===== src/rtl/core/cts_pkg.sv =====
// shared constants, codes and structs for the core cluster tier selector
package cts_pkg;

  localparam int MAX_CORES = 16;
  localparam int IDX_W     = $clog2(MAX_CORES);
  localparam int CNT_W     = $clog2(MAX_CORES + 1);
  localparam int FREQ_W    = 24;
  localparam int MASK_W    = 16;
  localparam int TCNT_W    = 5;
  localparam int STATUS_W  = 2;

  localparam logic [FREQ_W-1:0] HEAVY_MIN_RESET = 24'd1800000;

  localparam logic [STATUS_W-1:0] ST_PINNED = 2'd0;
  localparam logic [STATUS_W-1:0] ST_FEW    = 2'd1;
  localparam logic [STATUS_W-1:0] ST_NODATA = 2'd2;
  localparam logic [STATUS_W-1:0] ST_HOMOG  = 2'd3;

  typedef struct packed {
    logic             heavy;
    logic [CNT_W-1:0] cores;
    logic             any_freq;
  } start_info_t;

  typedef struct packed {
    logic                pinned;
    logic [STATUS_W-1:0] status;
    logic [MASK_W-1:0]   core_mask;
    logic [FREQ_W-1:0]   target;
    logic [TCNT_W-1:0]   tiers;
    logic [TCNT_W-1:0]   selected;
  } result_t;

endpackage


===== src/rtl/core/cts_freq_mem.sv =====
// per-core frequency store, one write and one registered read port
module cts_freq_mem (
  input  logic                           clk,
  input  logic                           we,
  input  logic [cts_pkg::IDX_W-1:0]      waddr,
  input  logic [cts_pkg::FREQ_W-1:0]     wdata,
  input  logic [cts_pkg::IDX_W-1:0]      raddr,
  output logic [cts_pkg::FREQ_W-1:0]     rdata
);

  logic [cts_pkg::FREQ_W-1:0] mem [cts_pkg::MAX_CORES];

  always_ff @(posedge clk) begin
    if (we) begin
      mem[waddr] <= wdata;
    end
    rdata <= mem[raddr];
  end

endmodule


===== src/rtl/core/cts_tier_seq.sv =====
// tier ranking and target selection sequencer around one shared comparator
module cts_tier_seq (
  input  logic                             clk,
  input  logic                             rst,
  input  logic                             start,
  input  cts_pkg::start_info_t             start_info,
  input  logic [cts_pkg::FREQ_W-1:0]       thr,
  output logic [cts_pkg::IDX_W-1:0]        mem_raddr,
  input  logic [cts_pkg::FREQ_W-1:0]       mem_rdata,
  output logic                             busy,
  output logic                             res_valid,
  input  logic                             res_take,
  output cts_pkg::result_t                 res
);

  localparam logic [3:0] S_IDLE = 4'd0;
  localparam logic [3:0] S_RD   = 4'd1;
  localparam logic [3:0] S_LD   = 4'd2;
  localparam logic [3:0] S_SCAN = 4'd3;
  localparam logic [3:0] S_PICK = 4'd4;
  localparam logic [3:0] S_TGT  = 4'd5;
  localparam logic [3:0] S_MRD  = 4'd6;
  localparam logic [3:0] S_MCMP = 4'd7;
  localparam logic [3:0] S_DONE = 4'd8;

  localparam int CW = cts_pkg::CNT_W;
  localparam int IW = cts_pkg::IDX_W;
  localparam int FW = cts_pkg::FREQ_W;

  logic [3:0]                      state;
  logic                            heavy;
  logic                            any_freq;
  logic [CW-1:0]                   cores;
  logic [CW-1:0]                   i;
  logic [CW-1:0]                   j;
  logic [CW-1:0]                   n;
  logic [CW-1:0]                   r;
  logic [FW-1:0]                   fi;
  logic [FW-1:0]                   tgt;
  logic [FW-1:0]                   tiers [cts_pkg::MAX_CORES];
  logic [cts_pkg::STATUS_W-1:0]    st;
  logic [cts_pkg::MASK_W-1:0]      mask;
  logic [cts_pkg::TCNT_W-1:0]      sel;

  logic [IW-1:0]                   tidx;
  logic [FW-1:0]                   cmp_a;
  logic [FW-1:0]                   cmp_b;
  logic                            cmp_eq;
  logic                            cmp_lt;
  logic                            ins;
  logic [CW-1:0]                   half;
  logic [CW-1:0]                   rank_pick;
  logic [cts_pkg::STATUS_W-1:0]    st_pick;

  assign tidx      = (state == S_SCAN) ? j[IW-1:0] : r[IW-1:0];
  assign mem_raddr = i[IW-1:0];
  assign busy      = (state != S_IDLE);
  assign res_valid = (state == S_DONE);

  // the one comparator, operands chosen by the sequencer step
  always_comb begin
    case (state)
      S_SCAN: begin
        cmp_a = tiers[tidx];
        cmp_b = fi;
      end
      S_PICK: begin
        cmp_a = tiers[0];
        cmp_b = thr;
      end
      S_MCMP: begin
        cmp_a = mem_rdata;
        cmp_b = tgt;
      end
      default: begin
        cmp_a = fi;
        cmp_b = tgt;
      end
    endcase
  end

  assign cmp_eq = (cmp_a == cmp_b);
  assign cmp_lt = (cmp_a < cmp_b);

  // new tier goes in at j when the row ends or the entry there is larger
  assign ins  = (j == n) || (!cmp_eq && !cmp_lt);
  assign half = (n - CW'(2)) >> 1;

  always_comb begin
    if (!heavy || !cmp_lt) begin
      rank_pick = '0;
    end else if (n == CW'(2)) begin
      rank_pick = CW'(1);
    end else begin
      rank_pick = half + CW'(1);
    end
    // never settle on the top tier when there are three or more
    if ((n >= CW'(3)) && (rank_pick == n - CW'(1))) begin
      rank_pick = half;
    end
  end

  always_comb begin
    if (cores <= CW'(1)) begin
      st_pick = cts_pkg::ST_FEW;
    end else if (!any_freq) begin
      st_pick = cts_pkg::ST_NODATA;
    end else if (n <= CW'(1)) begin
      st_pick = cts_pkg::ST_HOMOG;
    end else begin
      st_pick = cts_pkg::ST_PINNED;
    end
  end

  always_ff @(posedge clk) begin
    if (rst) begin
      state <= S_IDLE;
    end else begin
      case (state)
        S_IDLE: begin
          if (start) begin
            heavy    <= start_info.heavy;
            cores    <= start_info.cores;
            any_freq <= start_info.any_freq;
            i        <= '0;
            n        <= '0;
            mask     <= '0;
            sel      <= '0;
            tgt      <= '0;
            state    <= S_RD;
          end
        end
        S_RD: begin
          if (i == cores) begin
            state <= S_PICK;
          end else begin
            state <= S_LD;
          end
        end
        S_LD: begin
          fi <= mem_rdata;
          j  <= '0;
          if (mem_rdata == '0) begin
            i     <= i + CW'(1);
            state <= S_RD;
          end else begin
            state <= S_SCAN;
          end
        end
        S_SCAN: begin
          if (ins) begin
            if (j == '0) begin
              tiers[0] <= fi;
            end
            for (int k = 1; k < cts_pkg::MAX_CORES; k++) begin
              if (CW'(k) == j) begin
                tiers[k] <= fi;
              end else if ((CW'(k) > j) && (CW'(k) <= n)) begin
                tiers[k] <= tiers[k-1];
              end
            end
            n     <= n + CW'(1);
            i     <= i + CW'(1);
            state <= S_RD;
          end else if (cmp_eq) begin
            i     <= i + CW'(1);
            state <= S_RD;
          end else begin
            j <= j + CW'(1);
          end
        end
        S_PICK: begin
          st <= st_pick;
          r  <= rank_pick;
          if (st_pick == cts_pkg::ST_PINNED) begin
            state <= S_TGT;
          end else begin
            state <= S_DONE;
          end
        end
        S_TGT: begin
          tgt   <= tiers[tidx];
          i     <= '0;
          state <= S_MRD;
        end
        S_MRD: begin
          if (i == cores) begin
            if (sel == '0) begin
              st   <= cts_pkg::ST_HOMOG;
              tgt  <= '0;
              mask <= '0;
            end
            state <= S_DONE;
          end else begin
            state <= S_MCMP;
          end
        end
        S_MCMP: begin
          if (cmp_eq) begin
            mask <= mask | (cts_pkg::MASK_W'(1) << i);
            if (sel != '1) begin
              sel <= sel + cts_pkg::TCNT_W'(1);
            end
          end
          i     <= i + CW'(1);
          state <= S_MRD;
        end
        S_DONE: begin
          if (res_take) begin
            state <= S_IDLE;
          end
        end
        default: begin
          state <= S_IDLE;
        end
      endcase
    end
  end

  assign res.pinned    = (st == cts_pkg::ST_PINNED);
  assign res.status    = st;
  assign res.core_mask = mask;
  assign res.target    = tgt;
  assign res.tiers     = cts_pkg::TCNT_W'(n);
  assign res.selected  = sel;

`ifndef SYNTHESIS
  a_tiers_within_cores: assert property (@(posedge clk) disable iff (rst)
    (state != S_IDLE) |-> (n <= cores))
    else $error("tier count exceeds loaded cores");

  a_pinned_has_cores: assert property (@(posedge clk) disable iff (rst)
    ((state == S_DONE) && (st == cts_pkg::ST_PINNED)) |-> (sel != '0))
    else $error("pinned result with no selected core");

  a_start_when_idle: assert property (@(posedge clk) disable iff (rst)
    start |-> (state == S_IDLE))
    else $error("start while ranking in progress");

  a_scan_nonzero: assert property (@(posedge clk) disable iff (rst)
    (state == S_SCAN) |-> (fi != '0))
    else $error("zero frequency entered tier scan");
`endif

endmodule


===== src/rtl/core/core_cluster_tier_selector.sv =====
// top level: item loading, threshold register and result output register
// a non-final item is taken whenever the input is not stalled; the final item of N stored cores starts the
// ranking, and the input stays stalled until its result moves into the output register
// the target and mask pass over the store runs only when pinned; one shared comparator walks the tier row
// reset clears counts, flags and output valid and loads threshold 1800000;
// store contents are undefined until written and get no clearing pass
module core_cluster_tier_selector (
  input  logic                               clk,
  input  logic                               rst,
  input  logic                               in_valid,
  output logic                               in_stall,
  input  logic [cts_pkg::FREQ_W-1:0]         core_max_freq_khz,
  input  logic                               last_core,
  input  logic                               heavy_load,
  output logic                               out_valid,
  input  logic                               out_stall,
  output logic                               pinned,
  output logic [cts_pkg::STATUS_W-1:0]       status,
  output logic [cts_pkg::MASK_W-1:0]         core_mask,
  output logic [cts_pkg::FREQ_W-1:0]         target_khz,
  output logic [cts_pkg::TCNT_W-1:0]         tier_count,
  output logic [cts_pkg::TCNT_W-1:0]         chosen_count,
  input  logic                               cfg_valid,
  output logic                               cfg_ready,
  input  logic [cts_pkg::FREQ_W-1:0]         cfg_data
);

  localparam int CW = cts_pkg::CNT_W;

  logic [cts_pkg::FREQ_W-1:0]   heavy_min;
  logic [CW-1:0]                cores_loaded;
  logic                         any_freq_seen;
  logic [CW-1:0]                cores_after;
  logic                         any_after;
  logic                         accept;
  logic                         store_we;
  logic                         start;
  cts_pkg::start_info_t         start_info;
  logic [cts_pkg::IDX_W-1:0]    mem_raddr;
  logic [cts_pkg::FREQ_W-1:0]   mem_rdata;
  logic                         seq_busy;
  logic                         res_valid;
  logic                         res_take;
  cts_pkg::result_t             res;

  assign cfg_ready = 1'b1;
  assign in_stall  = seq_busy;
  assign accept    = in_valid && !in_stall;
  // cores past the limit still carry their last_core and load bits
  assign store_we  = accept && (cores_loaded < CW'(cts_pkg::MAX_CORES));

  assign cores_after = store_we ? (cores_loaded + CW'(1)) : cores_loaded;
  assign any_after   = any_freq_seen || (store_we && (core_max_freq_khz != '0));

  assign start               = accept && last_core;
  assign start_info.heavy    = heavy_load;
  assign start_info.cores    = cores_after;
  assign start_info.any_freq = any_after;

  assign res_take = res_valid && (!out_valid || !out_stall);

  always_ff @(posedge clk) begin
    if (rst) begin
      heavy_min <= cts_pkg::HEAVY_MIN_RESET;
    end else if (cfg_valid && cfg_ready) begin
      heavy_min <= cfg_data;
    end
  end

  always_ff @(posedge clk) begin
    if (rst) begin
      cores_loaded  <= '0;
      any_freq_seen <= 1'b0;
    end else if (accept) begin
      if (last_core) begin
        cores_loaded  <= '0;
        any_freq_seen <= 1'b0;
      end else begin
        cores_loaded  <= cores_after;
        any_freq_seen <= any_after;
      end
    end
  end

  always_ff @(posedge clk) begin
    if (rst) begin
      out_valid <= 1'b0;
    end else if (res_take) begin
      out_valid <= 1'b1;
    end else if (out_valid && !out_stall) begin
      out_valid <= 1'b0;
    end
  end

  always_ff @(posedge clk) begin
    if (res_take) begin
      pinned       <= res.pinned;
      status       <= res.status;
      core_mask    <= res.core_mask;
      target_khz   <= res.target;
      tier_count   <= res.tiers;
      chosen_count <= res.selected;
    end
  end

  cts_freq_mem u_mem (
    .clk   (clk),
    .we    (store_we),
    .waddr (cores_loaded[cts_pkg::IDX_W-1:0]),
    .wdata (core_max_freq_khz),
    .raddr (mem_raddr),
    .rdata (mem_rdata)
  );

  cts_tier_seq u_seq (
    .clk        (clk),
    .rst        (rst),
    .start      (start),
    .start_info (start_info),
    .thr        (heavy_min),
    .mem_raddr  (mem_raddr),
    .mem_rdata  (mem_rdata),
    .busy       (seq_busy),
    .res_valid  (res_valid),
    .res_take   (res_take),
    .res        (res)
  );

`ifndef SYNTHESIS
  a_last_blocks_input: assert property (@(posedge clk) disable iff (rst)
    (accept && last_core) |=> in_stall)
    else $error("input not held off after final item");

  a_take_shows_result: assert property (@(posedge clk) disable iff (rst)
    res_take |=> out_valid)
    else $error("result taken but not presented");

  a_count_bounded: assert property (@(posedge clk) disable iff (rst)
    cores_loaded <= CW'(cts_pkg::MAX_CORES))
    else $error("core count beyond limit");
`endif

endmodule

===== config.mk =====
export PLATFORM = sky130hd
export DESIGN_NAME = core_cluster_tier_selector
export DESIGN_NICKNAME = d
export VERILOG_FILES = /design/src/rtl/core/cts_pkg.sv /design/src/rtl/core/cts_freq_mem.sv /design/src/rtl/core/cts_tier_seq.sv /design/src/rtl/core/core_cluster_tier_selector.sv
export SDC_FILE = /design/constraint.sdc
export NUM_CORES = 1
export LEC_CHECK = 0
export BUFFER_PORTS_ARGS = -buffer_cell sky130_fd_sc_hd__buf_2
export CAP_MARGIN = 20
export CORE_UTILIZATION = 35
export CTS_BUF_LIST = sky130_fd_sc_hd__clkbuf_16
export CTS_CLUSTER_SIZE = 10
export DETAILED_ROUTE_END_ITERATION = 6
export GPL_ROUTABILITY_DRIVEN = 0
export PLACE_DENSITY_LB_ADDON = 0.08
export RECOVER_POWER = 100
export SLEW_MARGIN = 15
export SYNTH_ARGS = -nofsm -noshare
export SYNTH_HDL_FRONTEND = slang
export SYNTH_SLANG_ARGS = --single-unit

===== constraint.sdc =====
create_clock -name clk -period 9.9 [get_ports clk]
set_input_delay 1.485 -clock clk [delete_from_list [all_inputs] [get_ports clk]]
set_output_delay 1.485 -clock clk [all_outputs]
set_load 0.03 [all_outputs]

==> results.md, run 1 <==
- X dimension of the die: 357 um
- Met1 wire length: 54900 um
- Switching portion of total power: around a quarter
- Top cells by area in the synthesized netlist: sky130_fd_sc_hd__edfxtp_1 63%, sky130_fd_sc_hd__mux4_2 11%, sky130_fd_sc_hd__mux2_2 9.1%
- CTS max path bufs: 3
- Sequential cell fraction of total power: between 50% and 60%
- Slowest CP cell: sky130_fd_sc_hd__a21oi_4
- HP Class: reg2reg
- IR Drop Worst-Case VDD: between 0.0001 and 0.00015 V
- Part of the Yosys area used for sequential elements: about two thirds
- Fraction of post-synthesis cell area in the top cell type by area: between 60% and 70%
- Hold Worst Slack: 0.449 ns
- Result of the run: complete, but fails checks
- Synthesized instance count: 2544
- Proportion of layout cells with a drive suffix above 1: around 30%
- Switching power total: between 2 and 2.5 mW
- Number of DRC violations after detailed routing: 0
- Core region area: around 120000 sq um
- Global-route wire length before repair: 178000 um
- Fraction of the cycle the final worst path needs: between 80% and 90%
- Insertion delay of the later-clocked pin in the worst-skew pair: 0.72 ns
- Slew margin rel.: -180%
- Max Clock Skew: ~0.037 ns
- Most common library cell in the layout ignoring fill and taps: sky130_fd_sc_hd__edfxtp_1
- Cell Rows: approximately 130
- Root buffer cell: sky130_fd_sc_hd__clkbuf_16
- Met2 WL: 58500 um
- Failing checks: capacitance limit, slew limit
- WL met3: between 5000 and 6000 um
- Count of TritonRoute iterations in the first routing pass: 5
- Total routing usage reported by global routing: roughly a fifth
- Leak Pwr: approximately 16 nW
- Maximum number of pins on one net before global-route repair: just over 100
- Setup_tns: 0 ns
- Die area: around 130000 sq um
- Number of port buffers: roughly 110
- Delay contributed by the slowest stage of the critical path: 1.03 ns
- Worst path arrival time: 9.33 ns
- Die span in y: approximately 360 um
- Resized Gates After CTS: 0
- Total of flip-flops plus latches after synthesis: 977
- Startpoint Class: flop
- Remaining global-route overflow: 0
- Buffer count from post-CTS setup fixing: 0
- Netlist Area Pre-Place: approximately 44000 sq um
- Crit path max fanout: 24
- Max-cap violations: 22
- Worst-margin pin slew: 4.20 ns
- Cell-by-cell trace of the critical path: nand2b_1 -> or2_0 -> a21oi_4 -> buf_4 -> mux4_2 -> mux2i_1 -> o221ai_1 -> mux2_2 -> ha_1 -> nand4_1 -> or4_1 -> a311o_1 -> nand3_1 -> a21boi_0 -> or4_1 -> buf_4 -> nor4b_1 -> buf_4 -> mux2_2
- Antenna violations before repair: 9
- Cell type contributing the most total cell area after synthesis: sky130_fd_sc_hd__edfxtp_1
- Post-synth cell types: 68
- Hold violation count in the final report: 0
- Clock slew at the register clock pins of the worst setup and hold paths: 0.06 ns
- Top-level I/O count: between 100 and 150
- CTS H-tree lvls: 3
- Hold-fix buffers at CTS: 0
- Vias in the first global route: roughly 25000
- Number of flops mapped to enable cells by yosys: just over 900
- Worst Path Required: a little over 10 ns
- Crit path kind: reg2reg
- Final WL: roughly 120000 um
- Async set or reset register ratio after synthesis: 0%
- Synth Warn #: 0
- Post-route minimum period: 8.90 ns
- Logic gate share of total power: 10.4%
- Clock tree sinks: roughly 1000
- Peak clock frequency supported by timing: about 110 MHz
- Highest layer used for signal routing: met5
- Initial Utilization: 35.4%
- Routed len/inst: roughly 28 um
- Unrepaired setup endpoints after global routing: false
- Post-route antenna net violation count: 0
- Total vias in the final route: around 24000
- Synth Net Count: between 2000 and 3000
- Max-slew violations: ~650
- Endpoints failing setup: 0
- Diode count: 0
- Violation count after the first detailed-routing iteration: roughly 2100
- CTS tree: yes
- Power density over the cells: ~190 nW/um^2
- Placed wire-length estimate: 76700 um
- Critical Path End Type: flop
- NumNets Final: approximately 2800
- Clk network pwr share: between 30% and 40%
- Synth Area per Inst: 17.3 sq um
- Number of clock buffers inserted by TritonCTS: 114
- Commonest non-fill, non-tap cells in the layout: 918 x sky130_fd_sc_hd__edfxtp_1, 354 x sky130_fd_sc_hd__mux2_2, 216 x sky130_fd_sc_hd__mux4_2, 115 x sky130_fd_sc_hd__clkbuf_16, 114 x sky130_fd_sc_hd__clkbuf_1
- Area growth syn-to-layout: 13.1%
- Average via count per standard cell: ~5.5
- Number of filler instances in the final layout: around 11000
- Internal power consumption: about 7.2 mW
- Most common cell type on the critical path: sky130_fd_sc_hd__buf_4
- Top_reg_cell synth: sky130_fd_sc_hd__edfxtp_1
[worst max-delay path, delay by kind of cell (launching register included)]
family | cells | cell delay, ns
adders and majority gates | 1 | 0.32
muxes | 4 | 1.56
AOI/OAI and AO/OA | 4 | 1.77
buffers and inverters | 3 | 1.19
and+or+nand+nor | 7 | 3.07
DFF | 1 | 0.66
[cells in the mapped netlist (5+ instances only)]
| cell | number |
|---|---|
| sky130_fd_sc_hd__dfxtp_1 | 59 |
| sky130_fd_sc_hd__buf_1 | 30 |
| sky130_fd_sc_hd__mux2_1 | 5 |
| sky130_fd_sc_hd__nor2b_1 | 24 |
| sky130_fd_sc_hd__nor3_1 | 19 |
| sky130_fd_sc_hd__mux2_4 | 20 |
| sky130_fd_sc_hd__mux2_2 | 357 |
| sky130_fd_sc_hd__nand3_1 | 12 |
| sky130_fd_sc_hd__buf_2 | 25 |
| sky130_fd_sc_hd__or3_1 | 8 |
| sky130_fd_sc_hd__a22oi_1 | 26 |
| sky130_fd_sc_hd__nor4_1 | 20 |
| sky130_fd_sc_hd__nand2b_1 | 12 |
| sky130_fd_sc_hd__clkbuf_1 | 114 |
| sky130_fd_sc_hd__nand4_1 | 9 |
| sky130_fd_sc_hd__nor2_1 | 105 |
| sky130_fd_sc_hd__nand2_1 | 108 |
| sky130_fd_sc_hd__and3_1 | 27 |
| sky130_fd_sc_hd__and2_1 | 11 |
| sky130_fd_sc_hd__edfxtp_1 | 918 |
| sky130_fd_sc_hd__o21ai_0 | 21 |
| sky130_fd_sc_hd__ha_1 | 51 |
| sky130_fd_sc_hd__mux2i_1 | 66 |
| sky130_fd_sc_hd__a22o_1 | 25 |
| sky130_fd_sc_hd__xnor2_1 | 18 |
| sky130_fd_sc_hd__buf_4 | 7 |
| sky130_fd_sc_hd__o221ai_1 | 23 |
| sky130_fd_sc_hd__xor2_1 | 10 |
| sky130_fd_sc_hd__a21o_1 | 8 |
| sky130_fd_sc_hd__a21oi_1 | 84 |
| sky130_fd_sc_hd__or2_2 | 6 |
| sky130_fd_sc_hd__a31oi_1 | 7 |
| sky130_fd_sc_hd__inv_1 | 23 |
| sky130_fd_sc_hd__a211o_1 | 14 |
| sky130_fd_sc_hd__o31ai_1 | 5 |
| sky130_fd_sc_hd__mux4_2 | 216 |
[per-layer routing]
layer | GRT usage (%) | vias up
met3 | 3.15 | 179
met1 | 27.0 | 12700
met4 | 5.00 | 6
li1 | - | 10500
met5 | 0 | -
met2 | 30.9 | 592
[layout make-up]
class / instances / area [sq um] / share of cell area (%)
well taps: 1637 / 2050 / 4.12
clock buffers: 115 / 2880 / 5.78
clock inverters: 68 / 422 / 0.847
flip-flops and latches: 977 / 28700 / 57.8
multi-input cells: 1365 / 14500 / 29.1
repair buffers: 201 / 1080 / 2.17
inverters: 23 / 86.3 / 0.173
[logic make-up after synthesis]
logic type	count (synthesis)	share of synthesized area (%)
flip-flops	977	65.3
multiplexers	664	22.5
AND/OR/NAND/NOR	381	4.40
AO/OA/AOI/OAI	240	3.86
buffers and inverters	202	1.90
adder cells (fa/ha/maj)	51	1.45
XOR/XNOR	28	0.557
other	1	0.00852
[power by group through the flow]
stage          registers [mW]  clock network (mW)  logic (mW)
2_1_floorplan            4.92                   0       0.650
3_3_place_gp             4.94                   0        1.02
3_5_place_dp             4.95                   0        1.02
4_1_cts                  4.87                3.88        1.03
5_1_grt                  4.89                4.03        1.09
6_report                 4.87                3.77        1.00
[stage by stage]
step / power (mW) / util, % / area [sq um] / setup slack [ns] / cells
2_1_floorplan: 5.57 / - / 44000 / 1.78 / 2544
3_3_place_gp: 5.96 / 37.7 / 46900 / 1.28 / 4198
3_5_place_dp: 5.97 / 37.8 / 47000 / 1.15 / 4202
4_1_cts: 9.78 / 40.5 / 50300 / 1.18 / 4385
5_1_grt: 10.0 / 40.0 / 49800 / 0.518 / 4386
6_report: 9.65 / 40.0 / 49800 / 1.00 / 4386
[sequential cells by signal, summed over array words and instances (netlist names), 16 cells and up]
name and flops:
u_mem.mem 384, u_seq.tiers 384, heavy_min 24, target_khz 24
u_mem.rdata 24, u_seq.fi 24, u_seq.tgt 24, core_mask 16
u_seq.mask 16
[worst paths after layout]
path	slack, ns	end	cells past startpoint	startpoint
min	0.45	core_mask[10]	0	u_seq.mask[10]
max reg2reg	1.00	u_seq.tiers[7][0]	19	u_seq.state[0]
min reg2reg	0.45	core_mask[10]	0	u_seq.mask[10]
max	1.00	u_seq.tiers[7][0]	19	u_seq.state[0]
No activity file was read; power rests on OpenSTA's default activity.
==> run 2, diff against run 1 <==
--- a/config.mk
+++ b/config.mk
@@ -5,6 +5,7 @@
 export SDC_FILE = /design/constraint.sdc
 export NUM_CORES = 1
 export LEC_CHECK = 0
+export ABC_AREA = 1
 export BUFFER_PORTS_ARGS = -buffer_cell sky130_fd_sc_hd__buf_2
 export CAP_MARGIN = 20
 export CORE_UTILIZATION = 35
==> results.md, run 2 <==
- IR Drop Worst-Case VDD: between 0.00015 and 0.0002 V
- Async set or reset register ratio after synthesis: 0%
- Number of port buffers: roughly 110
- Initial Utilization: about 35%
- Most common cell type on the critical path: sky130_fd_sc_hd__nand2_1
- Die area: around 130000 sq um
- Top cells by area in the synthesized netlist: sky130_fd_sc_hd__edfxtp_1 61%, sky130_fd_sc_hd__nand2_1 6.6%, sky130_fd_sc_hd__o21ai_0 5.3%
- Post-route antenna net violation count: 0
- Worst-margin pin slew: between 3 and 4 ns
- Slew margin rel.: -101%
- Failing checks: capacitance limit, slew limit
- Number of filler instances in the final layout: ~13000
- Count of cells along the worst hold path: 0
- Critical Path End Type: flop
- Post-route minimum period: 8.17 ns
- Fraction of post-synthesis cell area in the top cell type by area: 61.1%
- Maximum number of pins on one net before global-route repair: around 200
- Routed len/inst: roughly 26 um
- Number of clock buffers inserted by TritonCTS: 113
- Commonest non-fill, non-tap cells in the layout: 918 x sky130_fd_sc_hd__edfxtp_1, 796 x sky130_fd_sc_hd__nand2_1, 588 x sky130_fd_sc_hd__o21ai_0, 505 x sky130_fd_sc_hd__inv_1, 422 x sky130_fd_sc_hd__nor2_1
- Critical path buffers and inverters: 9
- Delay contributed by the slowest stage of the critical path: ~1.3 ns
- Startpoint Class: flop
- Count of cells along the worst register-to-register path: 28
- Delay-heaviest family, CP: buffers and inverters
- Non-filler instance count after layout: between 6000 and 7000
- Total design power: ~11 mW
- Max Clock Skew: between 0.02 and 0.025 ns
- Crit path kind: reg2reg
- Post-route cell area: roughly 50000 sq um
- Top_reg_cell synth: sky130_fd_sc_hd__edfxtp_1
- Most common library cell in the layout ignoring fill and taps: sky130_fd_sc_hd__edfxtp_1
- Met1 wire length: between 60000 and 70000 um
- CTS tree: yes
- X dimension of the die: 361 um
- Highest layer used for signal routing: met5
- Part of the Yosys area used for sequential elements: between 60% and 70%
- Hold-fix buffers at CTS: 0
- Met2 WL: just under 80000 um
- Crit path depth: 28
- Power density over the cells: about 220 nW/um^2
- Crit path max fanout: 25
- Final WL: 160000 um
- Average via count per standard cell: between 5 and 6
- Setup_tns: 0 ns
- Hold Worst Slack: between 0.4 and 0.5 ns
- Fraction of the cycle the final worst path needs: 82.5%
- Proportion of layout cells with a drive suffix above 1: 6.14%
- Peak clock frequency supported by timing: 122 MHz
- NumNets Final: between 4000 and 5000
- WL met3: 8210 um
- Worst Path Required: between 10 and 15 ns
- Antenna violations before repair: 15
- Worst path arrival time: between 8 and 9 ns
- Synth Area per Inst: between 10 and 15 sq um
- Buffer count from post-CTS setup fixing: 0
- Cell type contributing the most total cell area after synthesis: sky130_fd_sc_hd__edfxtp_1
- Synth Net Count: around 4500
- Result of the run: complete, but fails checks
- Violation count after the first detailed-routing iteration: around 3400
- Leak Pwr: 19.2 nW
- Global-route wire length before repair: about 230000 um
- Synth Warn #: 0
- Netlist Area Pre-Place: roughly 45000 sq um
- Cell Rows: ~130
- Top-level I/O count: between 100 and 150
- Count of TritonRoute iterations in the first routing pass: 6
- Remaining global-route overflow: 0
- Placed cell area: ~48000 sq um
- Synthesized instance count: 4415
- Max-cap violations: 24
- Cell types with the highest counts after synthesis: 918 x sky130_fd_sc_hd__edfxtp_1, 798 x sky130_fd_sc_hd__nand2_1, 475 x sky130_fd_sc_hd__o21ai_0, 460 x sky130_fd_sc_hd__inv_1, 425 x sky130_fd_sc_hd__nor2_1
- HP Class: reg2reg
- Endpoints failing setup: 0
- Area growth syn-to-layout: 11.6%
- Number of flops mapped to enable cells by yosys: slightly above 900
- Slowest CP cell: sky130_fd_sc_hd__clkbuf_1
- Insertion delay of the later-clocked pin in the worst-skew pair: between 0.7 and 0.8 ns
- Placed wire-length estimate: between 100000 and 150000 um
- HP Start: u_seq.mask[9]
- Hold violation count in the final report: 0
- Post-synth cell types: 50
- Core region area: between 100000 and 150000 sq um
- Clock slew at the register clock pins of the worst setup and hold paths: ~0.060 ns
- Leading cell type by number of instances after synthesis: sky130_fd_sc_hd__edfxtp_1
- CTS H-tree lvls: 3
- Flop2flop setup slack: around 1.7 ns
- Total of flip-flops plus latches after synthesis: roughly 980
- Die span in y: 361 um
- Total vias in the final route: ~33000
- Total routing usage reported by global routing: approximately 24%
- Endpoint with the worst hold slack: core_mask[9]
- Unrepaired setup endpoints after global routing: false
- Top Registers: u_mem.mem x384, u_seq.tiers x384
- Instance count after placement with tap cells included: 5977
- Resized Gates After CTS: 0
- Max-slew violations: between 500 and 600
- Clock tree sinks: around 1000
- Worst R2R Start: u_seq.state[3]
- Vias in the first global route: 32000
- R2r endpoint: u_seq.tiers[5][16]
- CTS max path bufs: 3
- Number of DRC violations after detailed routing: 0
- Root buffer cell: sky130_fd_sc_hd__clkbuf_16
==> run 2: cell count changes after synthesis, moves of 119 or more <==
cell                       before  now
sky130_fd_sc_hd__mux2_2       357   24
sky130_fd_sc_hd__o211ai_1       0  119
sky130_fd_sc_hd__inv_1         23  460
sky130_fd_sc_hd__nand2_1      108  798
sky130_fd_sc_hd__nor2_1       105  425
sky130_fd_sc_hd__o21ai_0       21  475
sky130_fd_sc_hd__o21ai_1        0  135
sky130_fd_sc_hd__nand3_1       12  289
sky130_fd_sc_hd__mux4_2       216    0
==> run 2: cells by family after synthesis <==
family                     count (synthesis)  synth area share (%)
other                                      1               0.00831
xor gates and xnor gates                  13                 0.252
DFF                                      977                  63.7
muxes                                     24                 0.599
buffers and inverters                    759                  6.72
adders and majority gates                 51                  1.41
AOI/OAI and AO/OA                       1006                  12.9
and+or+nand+nor                         1584                  14.4
==> run 2: layer usage <==
metal	up-vias	global-route usage (%)
met5	-	0
met4	12	9.01
met3	277	3.43
met2	1018	41.0
met1	16400	31.3
li1	15400	-
==> run 2: layout make-up <==
type	count	area, sq um	share of cell area [%]
clock inverter	67	353	0.701
sequential	977	28700	57.1
tap	1662	2080	4.13
antenna	1	2.50	0.00497
multi-input combinational	2679	13500	26.9
clock buffer	114	2850	5.67
timing repair buffer	194	1020	2.04
inverter	467	1760	3.50
==> run 2: worst max path at each step <==
stage	slack (ns)	start	to
6_report	1.73	u_seq.state[3]	u_seq.tiers[5][16]
5_1_grt	1.37	u_seq.state[3]	u_seq.tiers[12][13]
4_1_cts	3.13	u_seq.state[3]	u_seq.tiers[8][4]
3_5_place_dp	3.15	u_seq.state[3]	u_seq.tiers[8][9]
3_3_place_gp	3.26	u_seq.state[3]	u_seq.tiers[8][16]
2_1_floorplan	4.35	u_seq.state[3]	u_seq.tiers[5][0]
==> run 2: report_power, final <==
group	leakage [nW]	switching (mW)	internal [mW]
registers	8.79	0.323	4.82
logic	8.64	1.40	0.548
clock network	1.74	1.72	2.06
total	19.2	3.44	7.42
==> run 2: per-stage QoR <==
| step | worst slack (ns) | utilization [%] |
|---|---|---|
| 4_1_cts | 3.13 | 39.8 |
| 3_3_place_gp | 3.26 | 37.2 |
| 3_5_place_dp | 3.15 | 37.2 |
| 2_1_floorplan | 4.35 | - |
| 6_report | 1.73 | 39.4 |
| 5_1_grt | 1.37 | 39.4 |
==> run 3, diff against run 2 <==
==> constraint.sdc (replaced) <==
create_clock -name clk -period 7.2 [get_ports clk]
set_input_delay 1.08 -clock clk [delete_from_list [all_inputs] [get_ports clk]]
set_output_delay 1.08 -clock clk [all_outputs]
set_load 0.03 [all_outputs]
==> results.md, run 3 (synthesis results as in run 2) <==
- Worst R2R Start: u_seq.j[0]
- Number of DRC violations after detailed routing: 20
- Result of the run: complete, but fails checks
- Vias in the first global route: 31900
- Top Registers: u_mem.mem x384, u_seq.tiers x384
- Max Clock Skew: 0.0341 ns
- Peak clock frequency supported by timing: between 100 and 150 MHz
- Cell-by-cell trace of the critical path: inv_1 -> nand2_1 -> clkbuf_1 -> nand3_1 -> nand3_1 -> nand3_1 -> nand3_1 -> nand3_1 -> a22oi_1 -> ha_1 -> a21o_1 -> nor2_1 -> nand2_1 -> nand2_1 -> nand2_1 -> nor2_1 -> o21ai_4 -> nand3_1 -> clkbuf_1 -> inv_1 -> nand2_1 -> nand2_1 -> clkbuf_4
- Post-route antenna net violation count: 0
- Instance count after placement with tap cells included: approximately 6000
- Proportion of layout cells with a drive suffix above 1: 6.02%
- Flop2flop setup slack: approximately 0.52 ns
- Worst Path Required: between 7 and 8 ns
- Critical path buffers and inverters: 5
- Violation count after the first detailed-routing iteration: between 3000 and 4000
- CTS H-tree lvls: 3
- Average via count per standard cell: around 5.4
- Area growth syn-to-layout: 12.5%
- Remaining global-route overflow: 0
- Global-route wire length before repair: 230000 um
- Insertion delay of the later-clocked pin in the worst-skew pair: between 0.7 and 0.8 ns
- Most common library cell in the layout ignoring fill and taps: sky130_fd_sc_hd__edfxtp_1
- Launching instance or port of the critical path: u_seq.j[0]
- Count of cells along the worst register-to-register path: 23
- Clock slew at the register clock pins of the worst setup and hold paths: 0.06 ns
- Failing checks: DRC, capacitance limit, slew limit
- Worst path arrival time: around 7 ns
- Initial Utilization: between 30% and 40%
- Top-level I/O count: between 100 and 150
- HP Class: reg2reg
- Clock tree sinks: just under 1000
- Endpoints failing setup: 0
- Crit path kind: reg2reg
- X dimension of the die: 361 um
- Hold Worst Slack: 0.446 ns
- IR Drop Worst-Case VDD: 0.000214 V
- R2r endpoint: u_seq.tiers[13][20]
- Startpoint Class: flop
- Max-slew violations: between 500 and 600
- Resized Gates After CTS: 0
- HP Start: u_seq.mask[0]
- Delay contributed by the slowest stage of the critical path: roughly 1.5 ns
- Hold violation count in the final report: 0
- Number of clock buffers inserted by TritonCTS: approximately 120
- Leak Pwr: 19.4 nW
- Critical Path End Type: flop
- Fraction of the cycle the final worst path needs: approximately 93%
- Total vias in the final route: ~33000
- Die area: ~130000 sq um
- Routed len/inst: 25.8 um
- Die span in y: between 300 and 400 um
- Core region area: between 100000 and 150000 sq um
- Root buffer cell: sky130_fd_sc_hd__clkbuf_16
- Power density over the cells: between 200 and 300 nW/um^2
- Final WL: ~160000 um
- Slowest CP cell: sky130_fd_sc_hd__clkbuf_1
- Endpoint with the worst hold slack: core_mask[0]
- Number of port buffers: roughly 110
- Count of cells along the worst hold path: 0
- CTS max path bufs: 3
- Placed wire-length estimate: between 90000 and 100000 um
- Worst-margin pin slew: 3.18 ns
- Count of TritonRoute iterations in the first routing pass: 7
- Post-route minimum period: 6.68 ns
- CTS tree: yes
- Unrepaired setup endpoints after global routing: false
- Delay-heaviest family, CP: buffers and inverters
- Crit path max fanout: 26
- Commonest non-fill, non-tap cells in the layout: 918 x sky130_fd_sc_hd__edfxtp_1, 804 x sky130_fd_sc_hd__nand2_1, 586 x sky130_fd_sc_hd__o21ai_0, 515 x sky130_fd_sc_hd__inv_1, 422 x sky130_fd_sc_hd__nor2_1
- Buffer count from post-CTS setup fixing: 0
- Slew margin rel.: -112%
- Non-filler instance count after layout: 6199
- NumNets Final: approximately 4600
- Antenna violations before repair: 10
- Max-cap violations: 23
- Maximum number of pins on one net before global-route repair: about 200
- Cell Rows: 131
- Setup_tns: 0 ns
- Total design power: ~15 mW
- Hold-fix buffers at CTS: 0
- Total routing usage reported by global routing: between 20 and 25%
[run 3: changes by cell type in the layout (fill, tap and decap cells not counted), sizes merged]
cell    change
buf         +2
bufinv      +1
clkbuf     +17
clkinv     +11
inv         +7
[run 3: area by class of cell]
type,count,area [sq um]
inverters,467,1760
clock inverters,86,452
diodes,1,2.50
clock buffers,116,2900
multi-input cells,2679,13400
flip-flops and latches,977,28700
repair buffers,211,1410
fillers,12500,76900
well taps,1662,2080
[run 3: through the flow]
step	util [%]	cell area, sq um	worst slack [ns]
floorplan	-	45100	1.65
global placement	37.6	48000	1.20
detailed placement	37.6	48000	1.18
CTS	40.3	51400	1.15
global route	39.8	50800	0.398
finish	39.8	50800	0.523
[run 3: power by group]
group          switching [mW]  leakage [nW]  internal [mW]
clock                    2.37          1.84           2.92
combinational            1.98          8.77          0.780
sequential              0.390          8.79           6.62
[run 3: worst max path at each step]
stage,depth (start not counted),slack [ns],endpoint
after floorplan,25,1.65,u_seq.tiers[5][0]
after global placement,26,1.20,u_seq.tiers[2][4]
after detailed placement,26,1.18,u_seq.tiers[2][5]
after CTS,26,1.15,u_seq.tiers[2][5]
after global routing,23,0.40,u_seq.tiers[13][14]
final,23,0.52,u_seq.tiers[13][20]
[run 3: worst register-to-register path, stage by stage (launching register included)]
cell and delay [ns]:
sky130_fd_sc_hd__edfxtp_1 0.56, sky130_fd_sc_hd__inv_1 0.26, sky130_fd_sc_hd__nand2_1 0.25, sky130_fd_sc_hd__clkbuf_1 1.48
sky130_fd_sc_hd__nand3_1 0.20, sky130_fd_sc_hd__nand3_1 0.21, sky130_fd_sc_hd__nand3_1 0.09, sky130_fd_sc_hd__nand3_1 0.22
sky130_fd_sc_hd__nand3_1 0.12, sky130_fd_sc_hd__a22oi_1 0.20, sky130_fd_sc_hd__ha_1 0.31, sky130_fd_sc_hd__a21o_1 0.20
sky130_fd_sc_hd__nor2_1 0.11, sky130_fd_sc_hd__nand2_1 0.09, sky130_fd_sc_hd__nand2_1 0.07, sky130_fd_sc_hd__nand2_1 0.05
sky130_fd_sc_hd__nor2_1 0.29, sky130_fd_sc_hd__o21ai_4 0.12, sky130_fd_sc_hd__nand3_1 0.09, sky130_fd_sc_hd__clkbuf_1 0.52
sky130_fd_sc_hd__inv_1 0.22, sky130_fd_sc_hd__nand2_1 0.12, sky130_fd_sc_hd__nand2_1 0.05, sky130_fd_sc_hd__clkbuf_4 0.41
[run 3: per-layer routing]
| metal | part of all wire [%] | wire length [um] | global-route usage (%) | up-vias |
|---|---|---|---|---|
| li1 | - | - | - | 15500 |
| met1 | 42 | 67400 | 31.9 | 16400 |
| met2 | 48 | 76100 | 40.2 | 1141 |
| met3 | 5.7 | 9100 | 3.42 | 287 |
| met4 | 4.4 | 6990 | 9.59 | 10 |
| met5 | 0.046 | 73 | 0 | - |
